[src/hw/rtl/whp_pkg.sv]
// shared constants and types for the wav header parser
package whp_pkg;

  localparam int HEADER_WINDOW = 512;
  localparam int POS_W = $clog2(HEADER_WINDOW);
  localparam int OFF_W = 33;

  localparam logic [31:0] TAG_WAVE = 32'h4556_4157;
  localparam logic [31:0] TAG_FACT = 32'h7463_6166;
  localparam logic [31:0] TAG_LIST = 32'h5453_494C;
  localparam logic [31:0] TAG_DATA = 32'h6174_6164;

  localparam int WAVE_TAG_END = 11;
  localparam int FMT_LEN_END = 19;
  localparam int FMT_FIRST = 20;
  localparam int FMT_BYTES = 16;
  localparam int FMT_IDX_W = $clog2(FMT_BYTES);

  localparam logic [1:0] ST_OK = 2'd0;
  localparam logic [1:0] ST_NOT_WAVE = 2'd1;
  localparam logic [1:0] ST_NO_DATA = 2'd2;

  typedef struct packed {
    logic wave_ok;
    logic data_known;
    logic data_id_ok;
    logic data_found;
    logic opt_pending;
  } whp_flags_t;

  typedef struct packed {
    logic             done;
    logic [POS_W-1:0] pos;
    logic [31:0]      word;
    logic [OFF_W-1:0] opt_off;
    logic [OFF_W-1:0] data_off;
    logic [31:0]      data_len;
    whp_flags_t       flags;
  } whp_state_t;

  typedef struct packed {
    logic [1:0]  status;
    logic [15:0] audio_format;
    logic [15:0] channel_count;
    logic [31:0] sample_rate;
    logic [31:0] bit_rate;
    logic [15:0] block_align;
    logic [15:0] bits_per_sample;
    logic [9:0]  data_offset;
    logic [31:0] data_length;
  } whp_res_t;

endpackage

[src/hw/rtl/whp_if.sv]
// valid/ready channel interfaces for the file byte input and the header result
interface whp_in_if;
  logic       valid;
  logic       ready;
  logic [7:0] file_byte;
  logic       first_byte;

  modport source (output valid, output file_byte, output first_byte, input ready);
  modport sink (input valid, input file_byte, input first_byte, output ready);
endinterface

interface whp_out_if;
  logic        valid;
  logic        ready;
  logic [1:0]  status;
  logic [15:0] audio_format;
  logic [15:0] channel_count;
  logic [31:0] sample_rate;
  logic [31:0] bit_rate;
  logic [15:0] block_align;
  logic [15:0] bits_per_sample;
  logic [9:0]  data_offset;
  logic [31:0] data_length;

  modport source (
    output valid, output status, output audio_format, output channel_count,
    output sample_rate, output bit_rate, output block_align,
    output bits_per_sample, output data_offset, output data_length,
    input ready
  );
  modport sink (
    input valid, input status, input audio_format, input channel_count,
    input sample_rate, input bit_rate, input block_align,
    input bits_per_sample, input data_offset, input data_length,
    output ready
  );
endinterface

[src/hw/rtl/whp_step.sv]
// next-state and result logic for one file byte
module whp_step (
  input  whp_pkg::whp_state_t                    st,
  input  logic [7:0]                             file_byte,
  input  logic                                   first_byte,
  input  logic [whp_pkg::FMT_BYTES*8-1:0]        fmt_bytes,
  output whp_pkg::whp_state_t                    st_nxt,
  output logic                                   fmt_we,
  output logic [whp_pkg::FMT_IDX_W-1:0]          fmt_idx,
  output logic                                   res_vld,
  output whp_pkg::whp_res_t                      res
);

  whp_pkg::whp_state_t           cur;
  logic [whp_pkg::POS_W-1:0]     p;
  logic [whp_pkg::OFF_W:0]       pz;
  logic [whp_pkg::OFF_W:0]       opt_ext;
  logic [whp_pkg::OFF_W:0]       sum_d;
  logic [whp_pkg::OFF_W-1:0]     dsel;
  logic [whp_pkg::POS_W-1:0]     fmt_rel;
  logic [31:0]                   word;
  logic                          known_now;
  logic                          known_sel;
  logic                          id_sel;

  always_comb begin
    cur = st;
    if (first_byte) begin
      cur = '0;
    end
    st_nxt = cur;
    fmt_we = 1'b0;
    res_vld = 1'b0;
    res = '0;
    p = cur.pos;
    pz = (whp_pkg::OFF_W+1)'(p);
    opt_ext = {1'b0, cur.opt_off};
    word = {file_byte, cur.word[31:8]};
    fmt_rel = p - whp_pkg::POS_W'(whp_pkg::FMT_FIRST);
    fmt_idx = fmt_rel[whp_pkg::FMT_IDX_W-1:0];
    sum_d = opt_ext + (whp_pkg::OFF_W+1)'(8) + (whp_pkg::OFF_W+1)'(word);
    known_now = 1'b0;
    dsel = cur.data_off;
    known_sel = cur.flags.data_known;
    id_sel = cur.flags.data_id_ok;

    if (!cur.done) begin
      st_nxt.word = word;
      st_nxt.pos = p + 1'b1;

      if (p >= whp_pkg::POS_W'(whp_pkg::FMT_FIRST) &&
          p < whp_pkg::POS_W'(whp_pkg::FMT_FIRST + whp_pkg::FMT_BYTES)) begin
        fmt_we = 1'b1;
      end

      if (p == whp_pkg::POS_W'(whp_pkg::WAVE_TAG_END) && word == whp_pkg::TAG_WAVE) begin
        st_nxt.flags.wave_ok = 1'b1;
      end

      if (p == whp_pkg::POS_W'(whp_pkg::FMT_LEN_END)) begin
        st_nxt.opt_off = whp_pkg::OFF_W'(whp_pkg::FMT_FIRST) + whp_pkg::OFF_W'(word);
      end

      if (p >= whp_pkg::POS_W'(whp_pkg::FMT_FIRST)) begin
        // chunk id after fmt: fact or list is skipped when its header fits the window, anything else is taken as data
        if (!cur.flags.data_known && !cur.flags.opt_pending &&
            pz == opt_ext + (whp_pkg::OFF_W+1)'(3)) begin
          if (opt_ext + (whp_pkg::OFF_W+1)'(8) <= (whp_pkg::OFF_W+1)'(whp_pkg::HEADER_WINDOW) &&
              (word == whp_pkg::TAG_FACT || word == whp_pkg::TAG_LIST)) begin
            st_nxt.flags.opt_pending = 1'b1;
          end else begin
            st_nxt.data_off = cur.opt_off;
            st_nxt.flags.data_known = 1'b1;
            known_now = 1'b1;
          end
        end

        // size of the skipped chunk, saturating
        if (cur.flags.opt_pending && pz == opt_ext + (whp_pkg::OFF_W+1)'(7)) begin
          st_nxt.data_off = sum_d[whp_pkg::OFF_W] ? '1 : sum_d[whp_pkg::OFF_W-1:0];
          st_nxt.flags.opt_pending = 1'b0;
          st_nxt.flags.data_known = 1'b1;
        end

        // a data offset set from the skip length always lies beyond this byte
        if (known_now) begin
          dsel = cur.opt_off;
          known_sel = 1'b1;
        end
        if (known_sel) begin
          if (pz == {1'b0, dsel} + (whp_pkg::OFF_W+1)'(3) && word == whp_pkg::TAG_DATA) begin
            st_nxt.flags.data_id_ok = 1'b1;
            id_sel = 1'b1;
          end
          if (id_sel && pz == {1'b0, dsel} + (whp_pkg::OFF_W+1)'(7)) begin
            st_nxt.data_len = word;
            st_nxt.flags.data_found = 1'b1;
          end
        end
      end

      if (p == whp_pkg::POS_W'(whp_pkg::HEADER_WINDOW - 1)) begin
        st_nxt.done = 1'b1;
        res_vld = 1'b1;
        if (!st_nxt.flags.wave_ok) begin
          res.status = whp_pkg::ST_NOT_WAVE;
        end else if (!st_nxt.flags.data_found) begin
          res.status = whp_pkg::ST_NO_DATA;
        end else begin
          res.status = whp_pkg::ST_OK;
          res.audio_format = fmt_bytes[15:0];
          res.channel_count = fmt_bytes[31:16];
          res.sample_rate = fmt_bytes[63:32];
          res.bit_rate = {fmt_bytes[92:64], 3'b000};
          res.block_align = fmt_bytes[111:96];
          res.bits_per_sample = fmt_bytes[127:112];
          res.data_offset = st_nxt.data_off[9:0] + 10'd8;
          res.data_length = st_nxt.data_len;
        end
      end
    end
  end

endmodule

[src/hw/rtl/wav_header_parser.sv]
// wav header parser: one file byte per cycle, one header result per window
// the last window byte is registered in the input stage, then its result in the output register once that is free
// throughput: one byte per cycle while the result side is free; a held result stalls input
// one result every HEADER_WINDOW bytes, set by the byte position counter
// reset clears the handshake and parse state; bytes are ignored until first_byte is set
module wav_header_parser (
  input logic         clk,
  input logic         rst_n,
  whp_in_if.sink      in_if,
  whp_out_if.source   out_if
);

  logic                                 s1_vld_r;
  logic [7:0]                           s1_byte_r;
  logic                                 s1_first_r;
  whp_pkg::whp_state_t                  st_r;
  whp_pkg::whp_state_t                  st_nxt;
  logic [7:0]                           fmt_r [whp_pkg::FMT_BYTES];
  logic [whp_pkg::FMT_BYTES*8-1:0]      fmt_bytes;
  logic                                 fmt_we;
  logic [whp_pkg::FMT_IDX_W-1:0]        fmt_idx;
  logic                                 res_vld;
  whp_pkg::whp_res_t                    res;
  logic                                 out_vld_r;
  whp_pkg::whp_res_t                    out_res_r;
  logic                                 out_free;
  logic                                 advance;

  assign out_free = !out_vld_r || out_if.ready;
  assign advance = s1_vld_r && out_free;
  assign in_if.ready = !s1_vld_r || out_free;

  always_comb begin
    for (int i = 0; i < whp_pkg::FMT_BYTES; i++) begin
      fmt_bytes[i*8 +: 8] = fmt_r[i];
    end
  end

  whp_step u_step (
    .st         (st_r),
    .file_byte  (s1_byte_r),
    .first_byte (s1_first_r),
    .fmt_bytes  (fmt_bytes),
    .st_nxt     (st_nxt),
    .fmt_we     (fmt_we),
    .fmt_idx    (fmt_idx),
    .res_vld    (res_vld),
    .res        (res)
  );

  always_ff @(posedge clk) begin
    if (!rst_n) begin
      s1_vld_r <= 1'b0;
      out_vld_r <= 1'b0;
      st_r <= '{done: 1'b1, default: '0};
    end else begin
      if (in_if.ready) begin
        s1_vld_r <= in_if.valid;
      end
      if (advance) begin
        st_r <= st_nxt;
      end
      if (out_free) begin
        out_vld_r <= advance && res_vld;
      end
    end
  end

  always_ff @(posedge clk) begin
    if (in_if.valid && in_if.ready) begin
      s1_byte_r <= in_if.file_byte;
      s1_first_r <= in_if.first_byte;
    end
    if (advance && fmt_we) begin
      fmt_r[fmt_idx] <= s1_byte_r;
    end
    if (advance && res_vld) begin
      out_res_r <= res;
    end
  end

  assign out_if.valid = out_vld_r;
  assign out_if.status = out_res_r.status;
  assign out_if.audio_format = out_res_r.audio_format;
  assign out_if.channel_count = out_res_r.channel_count;
  assign out_if.sample_rate = out_res_r.sample_rate;
  assign out_if.bit_rate = out_res_r.bit_rate;
  assign out_if.block_align = out_res_r.block_align;
  assign out_if.bits_per_sample = out_res_r.bits_per_sample;
  assign out_if.data_offset = out_res_r.data_offset;
  assign out_if.data_length = out_res_r.data_length;

endmodule

[src/flat_wrapper.sv]
// flat-port wrapper written by rule: the top's interface ports become plain ports
module wav_header_parser_flat 
  (clk, rst_n, in_if_valid, in_if_file_byte, in_if_first_byte, in_if_ready, out_if_valid, out_if_status, out_if_audio_format, out_if_channel_count, out_if_sample_rate, out_if_bit_rate, out_if_block_align, out_if_bits_per_sample, out_if_data_offset, out_if_data_length, out_if_ready);
  whp_in_if in_if_i ();
  whp_out_if out_if_i ();
  input logic clk;
  input logic rst_n;
  input wire logic [$bits(in_if_i.valid)-1:0] in_if_valid;
  input wire logic [$bits(in_if_i.file_byte)-1:0] in_if_file_byte;
  input wire logic [$bits(in_if_i.first_byte)-1:0] in_if_first_byte;
  output wire logic [$bits(in_if_i.ready)-1:0] in_if_ready;
  output wire logic [$bits(out_if_i.valid)-1:0] out_if_valid;
  output wire logic [$bits(out_if_i.status)-1:0] out_if_status;
  output wire logic [$bits(out_if_i.audio_format)-1:0] out_if_audio_format;
  output wire logic [$bits(out_if_i.channel_count)-1:0] out_if_channel_count;
  output wire logic [$bits(out_if_i.sample_rate)-1:0] out_if_sample_rate;
  output wire logic [$bits(out_if_i.bit_rate)-1:0] out_if_bit_rate;
  output wire logic [$bits(out_if_i.block_align)-1:0] out_if_block_align;
  output wire logic [$bits(out_if_i.bits_per_sample)-1:0] out_if_bits_per_sample;
  output wire logic [$bits(out_if_i.data_offset)-1:0] out_if_data_offset;
  output wire logic [$bits(out_if_i.data_length)-1:0] out_if_data_length;
  input wire logic [$bits(out_if_i.ready)-1:0] out_if_ready;
  assign in_if_i.valid = in_if_valid;
  assign in_if_i.file_byte = in_if_file_byte;
  assign in_if_i.first_byte = in_if_first_byte;
  assign in_if_ready = in_if_i.ready;
  assign out_if_valid = out_if_i.valid;
  assign out_if_status = out_if_i.status;
  assign out_if_audio_format = out_if_i.audio_format;
  assign out_if_channel_count = out_if_i.channel_count;
  assign out_if_sample_rate = out_if_i.sample_rate;
  assign out_if_bit_rate = out_if_i.bit_rate;
  assign out_if_block_align = out_if_i.block_align;
  assign out_if_bits_per_sample = out_if_i.bits_per_sample;
  assign out_if_data_offset = out_if_i.data_offset;
  assign out_if_data_length = out_if_i.data_length;
  assign out_if_i.ready = out_if_ready;
  wav_header_parser u_core (.clk(clk), .rst_n(rst_n), .in_if(in_if_i), .out_if(out_if_i));
endmodule
[config.mk]
export PLATFORM = sky130hd
export DESIGN_NAME = wav_header_parser_flat
export DESIGN_NICKNAME = d
export VERILOG_FILES = /design/src/hw/rtl/whp_pkg.sv /design/src/hw/rtl/whp_if.sv /design/src/hw/rtl/whp_step.sv /design/src/hw/rtl/wav_header_parser.sv /design/src/flat_wrapper.sv
export SDC_FILE = /design/constraint.sdc
export NUM_CORES = 1
export LEC_CHECK = 0
export ABC_AREA = 1
export BUFFER_PORTS_ARGS = -buffer_cell sky130_fd_sc_hd__buf_4
export CORE_ASPECT_RATIO = 1.4
export CORE_UTILIZATION = 35
export DETAILED_ROUTE_END_ITERATION = 8
export PLACE_DENSITY = 0.51
export SYNTH_ARGS = -nofsm -noshare
export SYNTH_HDL_FRONTEND = slang
export SYNTH_SLANG_ARGS = --single-unit
[constraint.sdc]
create_clock -name clk -period 9.88 [get_ports clk]
set_input_delay 0.988 -clock clk [delete_from_list [all_inputs] [get_ports clk]]
set_output_delay 0.988 -clock clk [all_outputs]
set_load 0.01 [all_outputs]
After elaboration in Yosys (flattened, before gate mapping) --
Memory sizes are Yosys's and may differ from the RTL's. A register that Yosys moved wholly into a read port is not among the register bits. Index checks and enable logic that the tools add are counted.
Cells by class: $add $sub $neg 10, equality and inequality tests 11, bitwise logic cells 3, multiplexer cells 45, order comparisons 3, reductions and logical operators 22
Operators by type and width (count):
- $mux 145 | 2
- $mux 33 | 8
- $eq 9x34->1 | 4
- $mux 65 | 2
- $eq 32x31->1 const B | 4
- $add 33x2->34 const B | 2
- $add 33x3->34 const B | 2
- $mux 32 | 2
- $add 33x4->34 const B | 1
- $add 34x32->34 | 1
- $le 34x10->1 const B | 1
- $add 5x32->33 const A | 1
- $mux 1 | 27
- $logic_and 1x1->1 | 12
- $add 10x4->10 const B | 1
- $add 9x1->9 const B | 1
- $eq 9x4->1 const B | 1
- $eq 9x5->1 const B | 1
- $eq 9x9->1 const B | 1
- $ge 9x5->1 const B | 1
- $lt 9x6->1 const B | 1
- $mux 4 | 2
- $logic_not 1->1 | 4
- $mux 2 | 2
- 6 further kinds | 10
Storage, ports and cells: flip-flop bits (word level) 195, memories kept 1, bits of input ports 13, output and inout bits 174, logic and storage cells 115, bits in writable memories 128
Memory list:
- u_core.fmt_r | depth 16, width 8, read ports 16, clocked after memory_dff 16, write ports 1, line wav_header_parser.sv:18 | logic [7:0] fmt_r [whp_pkg::FMT_BYTES];

Logic depth before layout (Yosys ltp) --
word-level depth 25, mapped depth 43, mapped depth without buffers 39

Modules after synthesis --
A second synthesis with hierarchy kept.
Unflattened totals: cell total of the unflattened synthesis 4028, area, all modules 29634.7 µm²
By module, submodules not included:
- wav_header_parser | area an instance 16019.1 µm², instances 1, cells an instance 1304, sequential area each 12221.7 µm²
- whp_step | area an instance 13615.6 µm², instances 1, cells an instance 2724, sequential area each 0.0 µm²

Least setup slack after synthesis --
Ideal clock, no wire load.
path kind register to register, from register u_core.s1_first_r, to register out_if_audio_format[0] (netlist name), arrival 8.898 ns, stages on the path, launching flop included 13, setup time 0.701 ns, required time 9.179 ns, slack 0.281 ns, clock period less this slack 9.599 ns, cell sequence edfxtp_1 inv_2 buf_6 buf_2 nand2_1 nor2_1 inv_1 nor3_1 nand2_1 nor3_1 ha_1 nand2_1 nor2_1
On the way: cells in the longest elaborated chain, start to end 25, elaborated cells on any way between the ends 52, classes of those cells add/sub (4); order compare (2); eq/ne (9); mux (23); bitwise (3); reduce/logical (11)
RTL lines:
- start: declaration | line wav_header_parser.sv:15 | logic s1_first_r;
- start signal: assignment | line wav_header_parser.sv:72 | s1_first_r <= in_if.first_byte;
- $mux 145 * | line whp_step.sv:28 | if (first_byte) begin
- $add 33x4->34 / $eq 32x31->1 (equally long branches) | line whp_step.sv:68, whp_step.sv:69
- $le 34x10->1 / $logic_or 1x1->1 (equally long branches) | line whp_step.sv:68, whp_step.sv:69
- $logic_and 1x1->1 | line whp_step.sv:68 | if (opt_ext + (whp_pkg::OFF_W+1)'(8) <= (whp_pkg::OFF_W+1)'(whp_pkg::HEADER_WINDOW) &&
- $mux 1 | line whp_step.sv:68
- $mux 1 | line whp_step.sv:66 | if (!cur.flags.data_known && !cur.flags.opt_pending &&
- $mux 1 | line whp_step.sv:64 | if (p >= whp_pkg::POS_W'(whp_pkg::FMT_FIRST)) begin
- $mux 1 | line whp_step.sv:47 | if (!cur.done) begin
- [9 not listed]
- $mux 1 | line whp_step.sv:47
- $logic_and 1x1->1 | line whp_step.sv:95 | if (id_sel && pz == {1'b0, dsel} + (whp_pkg::OFF_W+1)'(7)) begin
- $mux 1 | line whp_step.sv:95
- $mux 2 | line whp_step.sv:90 | if (known_sel) begin
- $mux 4 | line whp_step.sv:64
- $mux 4 | line whp_step.sv:47
- $not 1->1 (no source line)
- $reduce_or 4->1 (no source line)
Every way passes the cells marked *; elsewhere a longest branch is shown, timed or not. The select of a mux whose other input is x is not followed. A chain may end at the register's enable or synchronous reset.

Final worst setup path --
from register u_core.s1_first_r, to register out_if_sample_rate[22] (netlist name)
On the way: cells in the longest elaborated chain, start to end 25, elaborated cells on any way between the ends 52, classes of those cells add/sub (4); order compare (2); eq/ne (9); mux (23); bitwise (3); reduce/logical (11)
RTL lines (line):
- $mux 145 * | whp_step.sv:28
- $add 33x4->34 / $eq 32x31->1 (equally long branches) | whp_step.sv:68, whp_step.sv:69
- $le 34x10->1 / $logic_or 1x1->1 (equally long branches) | whp_step.sv:68, whp_step.sv:69
- $logic_and 1x1->1 | whp_step.sv:68
- $mux 1 | whp_step.sv:68
- $mux 1 | whp_step.sv:66
- $mux 1 | whp_step.sv:64
- $mux 1 | whp_step.sv:47
- [9 not listed]
- $mux 1 | whp_step.sv:47
- $logic_and 1x1->1 | whp_step.sv:95
- $mux 1 | whp_step.sv:95
- $mux 2 | whp_step.sv:90
- $mux 4 | whp_step.sv:64
- $mux 4 | whp_step.sv:47
- $not 1->1 (no source line)
- $reduce_or 4->1 (no source line)
Marked as above.

==> results.txt <==
Routed len/inst: 21.99 um
Antenna violations before repair: 0
Post-DP HPWL: 73750 um
Drt via density: 5.201
Clock buffer depth: 3
Die height: 320.6 um
CTS tree: built
Row cnt: 116
Die X: 229.6 um
Area of the multi-input gates: 11080 um2
Share of cells above drive strength 1: 0.1130
Ys flop type: edfxtp_1
Gr ovfl total: 0
Root Driver: clkbuf_16
Synth Cell Area: 25380 um2
M1 GR Usage: 0.2998
Reg clk slew, reported paths: 0.06 ns
GP Congestion: 1.059
Gr busiest metal: met2
Worst Max-Slew Pin Slew: 1.016 ns
Gr usage total: 0.2581
Synth Area per Inst: 7.794 um2
Synth warn: 0
Synth area leader: edfxtp_1
Hold Path Class: flip-flop to flip-flop
Clock buffer count from CTS: 46
Pin count of the biggest net entering global routing: 71
Pwr dens: 143.9 nW/um2
Post-CTS Setup Bufs: 0
# nets final: 3473
H-Tree Level Count: 2
Distinct cells, synth: 57
Placed cells: 4312
Vias: 22870
Critical path's slowest cell: buf_4
DRT Pass-1 Iters: 8
Worst-case vdd ir drop: 135.1 uV
Top cell type's share of synthesized area: 0.3585
Slew Limit Fails: 0
Worst rel slew slack: 0.3198
Top post-synthesis cells by count: nand2_1, nor2_1, inv_1
Setup TNS: 0 ns
I/O Buffers: 183
GR Util met2: 0.4569
Hold buffer count at cts: 0
Initial core utilization: 0.3547
Setup violators final: 0
Met3 GRT Util: 0.02783
Crit path largest cell delay: 0.44 ns
Max-cap violations: 0
Total die area: 73600 um2
Period utilisation layout: 0.8706
Run status: completed
Layout Skew: 0.03375 ns
Core ar.: 71550 um2
Drt initial violations: 1683
CP dominant cell by count: nand2_1
Synth Register Bits: 442
Final ANT Viol Nets: 0
Crit Path Category: flip-flop to flip-flop
Most common cell in the netlist: nand2_1
Fmax achieved: 116.3 MHz
Top cells by area, synth: edfxtp_1, dfxtp_1, nand2_1
Sequential share of the synthesized area: 0.4682
Top-level port count: 187
Final period demand of the worst path: 8.601 ns
Clock sink count: 442
Worst-skew pair later-pin latency: 0.63 ns
Layout filler cell count: 7460
Fraction of registers with async set/reset: 0
CP max FO: 61
Setup crit end kind: flip-flop
Fin. Hold Viols: 0
Post-synth EDFFs: 303
First-pass GRT wire length: 141200 um
Pleak: 12.74 nW
Cell count after synthesis: 3256
Non-Filler Instances: 4396
Number of diodes: 0
Startpoint Class: flip-flop
Post-CTS sizing: 0
Critical path data arrival time: 9.06 ns
Total Wirelength: 96650 um
Reg2reg setup slack: 1.28 ns
Synth-to-layout area growth: 15.47%
# DRC: 0
Number of global-route vias before repair: 21710
WP data required: 10.34 ns
Sequential cell area: 11880 um2
Unrepaired setup endpoints after global routing: no
-- worst max-delay path: cells and delay by family (launching register included) --
kind | cells | cell delay, ns
AOI/OAI and AO/OA | 1 | 0.26
adders and majority gates | 2 | 0.54
buffers and inverters | 6 | 1.56
DFF | 1 | 0.43
and+or+nand+nor | 30 | 5.54
-- cell usage in the layout (no fill, tap or decap), drive strengths merged, types with 43 or more instances in the layout --
cell	instances
a21oi	233
buf	228
clkbuf	52
dfxtp	139
edfxtp	303
ha	43
inv	478
nand2	659
nand3	249
nand4	78
nor2	511
o21ai	137
xor2	80
-- power breakdown --
group / internal [W] / switching, W / total, W
Combinational: 0.0000762 / 0.000229 / 0.000305
Clock: 0.00110 / 0.000790 / 0.00189
Sequential: 0.00199 / 0.0000235 / 0.00202
-- per-stage QoR --
stage	hold slack (ns)	total power [W]	util	worst slack, ns	area [um2]
CTS	0.4645	0.004249	0.4095	1.337	29300
global placement	0.4529	0.002359	0.3869	1.389	27680
global route	0.4792	0.004337	0.4095	0.5255	29300
detailed placement	0.4557	0.002358	0.3869	1.332	27680
floorplan	0.4443	0.002236	-	0.2806	25380
finish	0.4645	0.004215	0.4095	1.279	29300
-- area by class of cell --
type	count	share of cell area
sequential	442	0.4055
multi-input combinational	2215	0.3781
inverter	483	0.06200
timing repair buffer	228	0.05884
tap	944	0.04031
clock buffer	52	0.04005
clock inverter	32	0.01520
-- logic make-up (layout without fill, tap and decap cells) --
kind of cell,count (synthesis),count (layout),share of synthesized area
DFF,442,442,0.4682
buffers and inverters,601,795,0.09634
adders and majority gates,44,44,0.02199
xor gates and xnor gates,95,95,0.03333
AOI/OAI and AO/OA,502,502,0.1146
and+or+nand+nor,1571,1571,0.2654
other,1,3,0.0001478
-- sequential cells by signal (all words and copies together) (netlist names), 8 cells and up --
name,count
u_core.st_r,137
u_core.fmt_r,125
out_if_sample_rate,32
u_core.out_if.data_length,32
out_if_bit_rate,29
out_if_audio_format,16
out_if_bits_per_sample,16
out_if_block_align,16
out_if_channel_count,16
u_core.out_if.data_offset,10
u_core.s1_byte_r,8
-- metal layers --
layer	up-vias	wire [um]	part of all wire
met5	-	0	0
met4	0	6060	0.063
met3	215	4300	0.044
met2	761	48120	0.50
met1	10790	38180	0.39
li1	11100	-	-
-- path summary, 6_finish.rpt --
kind | end | from | depth (start not counted)
worst max-delay path | out_if_sample_rate[22]$_SDFFCE_PP0P_ | u_core.s1_first_r$_DFFE_PP_ | 39
worst min-delay path | u_core.st_r[51]$_SDFFE_PN0P_ | u_core.st_r[51]$_SDFFE_PN0P_ | 2
worst max register to register | out_if_sample_rate[22]$_SDFFCE_PP0P_ | u_core.s1_first_r$_DFFE_PP_ | 39
worst min register to register | u_core.st_r[51]$_SDFFE_PN0P_ | u_core.st_r[51]$_SDFFE_PN0P_ | 2
Power figures use the tool's default switching activity.
